[src/hw/rtl/stoc_pkg.sv]
`timescale 1ns / 1ps
// ----------------------------------------------------------------------------
// Self-trade order check: shared types and constants
// Beat layouts, scan link record and sequencer states.
// ----------------------------------------------------------------------------
package stoc_pkg;

   // Beat layouts (fixed by the field widths of the request and response).
   localparam int REQ_DATA_W  = 112;
   localparam int RSP_DATA_W  = 16;
   localparam int SLOT_W      = 8;
   localparam int KEY_IN_W    = 64;
   localparam int PRICE_IN_W  = 32;
   localparam int MARGIN_W    = 16;

   localparam int SLOT_LSB    = 0;
   localparam int KEY_LSB     = 8;
   localparam int PRICE_LSB   = 72;
   localparam int SIDE_BIT    = 104;

   localparam int RSP_ACC_BIT  = 0;
   localparam int RSP_SLOT_LSB = 1;

   // Request kinds carried on tuser.
   localparam logic FUNC_CHECK   = 1'b0;
   localparam logic FUNC_RELEASE = 1'b1;

   // Order sides.
   localparam logic SIDE_BUY  = 1'b0;
   localparam logic SIDE_SELL = 1'b1;

   // Record handed from one cell to the next while a check scans the table.
   typedef struct packed {
      logic              active;
      logic              hit;
      logic [SLOT_W-1:0] slot;
   } link_type;

   typedef enum logic [1:0] {
      ST_IDLE,
      ST_SCAN,
      ST_FINISH
   } state_type;

endpackage

[src/hw/rtl/stoc_cell.sv]
`timescale 1ns / 1ps
// ----------------------------------------------------------------------------
// Self-trade order check: table cell
// Holds one resting order and tests it against the request as the scan
// token passes.
// ----------------------------------------------------------------------------
module stoc_cell #(
   parameter int INDEX      = 0,
   parameter int KEY_BITS   = 64,
   parameter int PRICE_BITS = 32
) (
   input  logic                        clock,
   input  logic                        reset,
   input  stoc_pkg::link_type          prev_link,
   output stoc_pkg::link_type          next_link,
   input  logic [KEY_BITS-1:0]         req_key,
   input  logic                        req_side,
   input  logic [PRICE_BITS-1:0]       req_price,
   input  logic [PRICE_BITS:0]         req_thr,
   input  logic [stoc_pkg::SLOT_W-1:0] upd_slot,
   input  logic                        store_en,
   input  logic                        clear_en
);
   import stoc_pkg::*;

   logic                  valid_ff;
   logic [KEY_BITS-1:0]   key_ff;
   logic                  side_ff;
   logic [PRICE_BITS-1:0] price_ff;
   link_type              link_ff;
   link_type              link_in;

   logic sel;
   logic crossed;
   logic match;

   // Cells past the 8-bit slot range are never addressed.
   assign sel = (INDEX < (1 << SLOT_W)) && (upd_slot == SLOT_W'(INDEX));

   always_comb begin
      if (req_side == SIDE_BUY) begin
         crossed = {1'b0, price_ff} <= req_thr;
      end else begin
         crossed = {1'b0, price_ff} >= req_thr;
      end
   end

   assign match = prev_link.active && !prev_link.hit && valid_ff &&
                  (key_ff == req_key) && (side_ff != req_side) && crossed;

   always_comb begin
      link_in        = prev_link;
      link_in.hit    = prev_link.hit | match;
      link_in.slot   = match ? SLOT_W'(INDEX) : prev_link.slot;
   end

   always_ff @(posedge clock) begin
      if (reset) begin
         valid_ff <= 1'b0;
      end else if (sel && store_en) begin
         valid_ff <= 1'b1;
      end else if (sel && clear_en) begin
         valid_ff <= 1'b0;
      end
   end

   always_ff @(posedge clock) begin
      link_ff.hit  <= link_in.hit;
      link_ff.slot <= link_in.slot;
      if (reset) begin
         link_ff.active <= 1'b0;
      end else begin
         link_ff.active <= link_in.active;
      end
      if (sel && store_en) begin
         key_ff   <= req_key;
         side_ff  <= req_side;
         price_ff <= req_price;
      end
   end

   assign next_link = link_ff;

endmodule
[config.mk]
export PLATFORM = sky130hd
export DESIGN_NAME = stoc_cell
export DESIGN_NICKNAME = d
export VERILOG_FILES = /design/src/hw/rtl/stoc_pkg.sv /design/src/hw/rtl/stoc_cell.sv
export SDC_FILE = /design/constraint.sdc
export NUM_CORES = 1
export LEC_CHECK = 0
export ABC_AREA = 0
export BUFFER_PORTS_ARGS = -buffer_cell sky130_fd_sc_hd__buf_4
export CAP_MARGIN = 20
export CORE_AREA = 4 4 111 113
export CTS_BUF_LIST = sky130_fd_sc_hd__clkbuf_2 sky130_fd_sc_hd__clkbuf_4 sky130_fd_sc_hd__clkbuf_8
export CTS_CLUSTER_SIZE = 20
export DETAILED_ROUTE_END_ITERATION = 8
export DIE_AREA = 0 0 115 117
export PLACE_DENSITY = 0.7
export SLEW_MARGIN = 20
export SYNTH_ARGS = -nofsm -noshare
export SYNTH_HDL_FRONTEND = slang
export SYNTH_SLANG_ARGS = --single-unit
[constraint.sdc]
create_clock -name clock -period 4.36 [get_ports clock]
set_input_delay 0.436 -clock clock [delete_from_list [all_inputs] [get_ports clock]]
set_output_delay 0.436 -clock clock [all_outputs]
set_load 0.1 [all_outputs]
==> flow_metrics.tcl <==
set metrics [dict create \
    hold_path_class "in2reg" \
    die_x_um 115 \
    syn_avg_cell_area_um2 14.56 \
    clock_skew_ps 7.401 \
    post_cts_buffers 0 \
    io_pins 162 \
    yosys_warnings 0 \
    leakage_nw 2.647 \
    period_needed_ps 2222 \
    start_util 0.4320 \
    grt_pass1_vias 3394 \
    antenna_found_initial 0 \
    p_per_area_nw_per_um2 303.9 \
    grt_max_degree 42 \
    synth_area_leaders "edfxtp_1 60%, ha_1 8.2%, xor2_1 5.9%" \
    status "finished, final reports clean" \
    fill_cells 965 \
    drc 0 \
    drv_cap 0 \
    die_h_um 117 \
    cts_tree "yes" \
    layout_commonest_cell "buf_4" \
    via_count 3158 \
    cts_resized 0 \
    fmax_ghz 0.4500 \
    vdd_ir_drop_max_mv 0.2610 \
    dieArea_um2 13460 \
    placed_cell_area_um2 6287 \
    finalSetupViolations 0 \
    design_area_um2 6472 \
    grt_pass1_wl_um 15940 \
    finalHoldViolations 0 \
    syn_to_final_growth_pct 32.34 \
    dp_slack_ps 1964 \
    max-slew-margin-rel 0.6516 \
    instances_no_fill 656 \
    grt_usage 0.1538 \
    hold_buffers 0 \
    synthesis.instances 336 \
    drive_gt1_frac 0.3684 \
    slowest_stage "a2111oi_2" \
    port-buffer-count 161 \
    slowest_delay_ps 440 \
    grt-ovfl-total 0 \
    final_antenna_net_count 0 \
    wl_per_cell_um 15.43 \
    diodes 0 \
    cts_buffers 9 \
    end_kind "flop" \
    worstPathArrival_ps 2480 \
    cts_buffer_depth 2 \
    worstSkewPairLatency_ps 370 \
    crit_type "reg2reg" \
    cts_root_buf "clkbuf_8" \
    vias_per_cell 4.814 \
    hold-worst-slack_ps 222.7 \
    synth-seq-cells 108 \
    dr.pass1.iters 4 \
    fin_nets 693 \
    path_max_fanout 9 \
    drt_iter0_drc 110 \
    clk_pin_slew_worst_paths_ps 90 \
    row_count 39 \
    clock_sinks 108 \
    setup_slack_ps 2138 \
    dp_hpwl_um 8183 \
    htreeDepth 3 \
    slew_viol_final 0 \
    post-route-util 0.5717 \
    synthesis.nets 520 \
    required_ps 4620 \
    gp_congestion 0.8148 \
    yosysTopAreaCellShare 0.5955 \
    tightest_slew_ps 522.7 \
    finalPower_mw 1.967 \
    crit_chain "ha_1, a21oi_2, o21ai_1, a2111oi_2, nor4bb_2, o21ba_1, o31a_1" \
    cp-start-kind "flop" \
    core-area_um2 11320 \
    fin_crit_sh 0.5097 \
    placed_cells 641 \
    synth_area_um2 4891 \
    seq_area_frac_synth 0.6406 \
    ys_types 35 \
    rsz0062_at_grt "no" \
    fin_setup_tns_ps 0 \
    layout_common_cells "163 x buf_4, 97 x edfxtp_1, 36 x inv_1" \
    yosys.area.top_type "edfxtp_1" \
    drt-total-wl_um 10120 \
]
## final cells by class
cell class / instances / area [µm²] / area share
clock inverters: 5 / 53.80 / 0.008312
inverters: 36 / 135.1 / 0.02088
clock buffers: 10 / 131.4 / 0.02030
repair buffers: 163 / 1224 / 0.1891
well taps: 143 / 178.9 / 0.02764
flip-flops and latches: 108 / 3133 / 0.4841
multi-input cells: 191 / 1617 / 0.2498
## synth_stat cells
master and instances:
o21ai_0 5, o211ai_1 1, nand4_1 18, a2111oi_2 1
nand2_1 7, nor2b_1 1, nor4_1 12, nor4bb_2 1
a211oi_1 3, ha_1 32, a21o_1 1, nand4_2 1
o31a_1 8, and3_1 1, dfxtp_1 11, xnor2_1 32
or2_2 1, xor2_1 33, nor3_1 4, nor3_2 1
inv_1 36, o21ba_1 1, a21oi_2 2, buf_6 1
or2b_2 1, nand3_1 1, nor2_1 5, o32ai_4 1
nand4b_4 1, o221ai_1 1, a21oi_1 11, o31ai_1 1
edfxtp_1 97, nand3_2 1, o21ai_1 2
## routing by layer
layer / vias up / GRT usage / wire, µm
met1: 1458 / 0.1848 / 4159
met3: 9 / 0.07147 / 1026
met2: 110 / 0.2542 / 4866
li1: 1581 / - / -
met4: 0 / 0.03521 / 72
met5: - / 0 / 0
## kinds of logic after synthesis
logic type / after synthesis / share of synthesized area
flops: 108 / 0.6406
compound gates: 38 / 0.05807
fa+ha+maj: 32 / 0.08186
buf+inv: 37 / 0.02993
simple gates: 56 / 0.07317
xor+xnor: 65 / 0.1164
## where the power goes
part	internal, mW	switching [mW]	total, mW
registers	1.13	0.00260	1.13
clock network	0.266	0.325	0.591
logic	0.132	0.110	0.242
total	1.53	0.437	1.97
## critical path, delay by kind of cell, from the launching register on
family                     cells  cell delay [ps]
AOI/OAI and AO/OA              5             1260
DFF                            1              400
adders and majority gates      1              310
and+or+nand+nor                1              130
## worst paths after layout
path | startpoint | to | slack [ps] | cells after the start
max | price_ff[2] | next_link[4] | 2140 | 7
min | reset | next_link[9] | 220 | 2
max reg2reg | price_ff[2] | next_link[4] | 2140 | 7
min reg2reg | valid_ff | valid_ff | 510 | 2
## sequential cells by signal, indices dropped and copies added, names as in the netlist
| register | count |
|---|---|
| key_ff | 64 |
| price_ff | 32 |
| next_link | 10 |
| side_ff | 1 |
| valid_ff | 1 |
No activity file was read; power rests on OpenSTA's default activity.
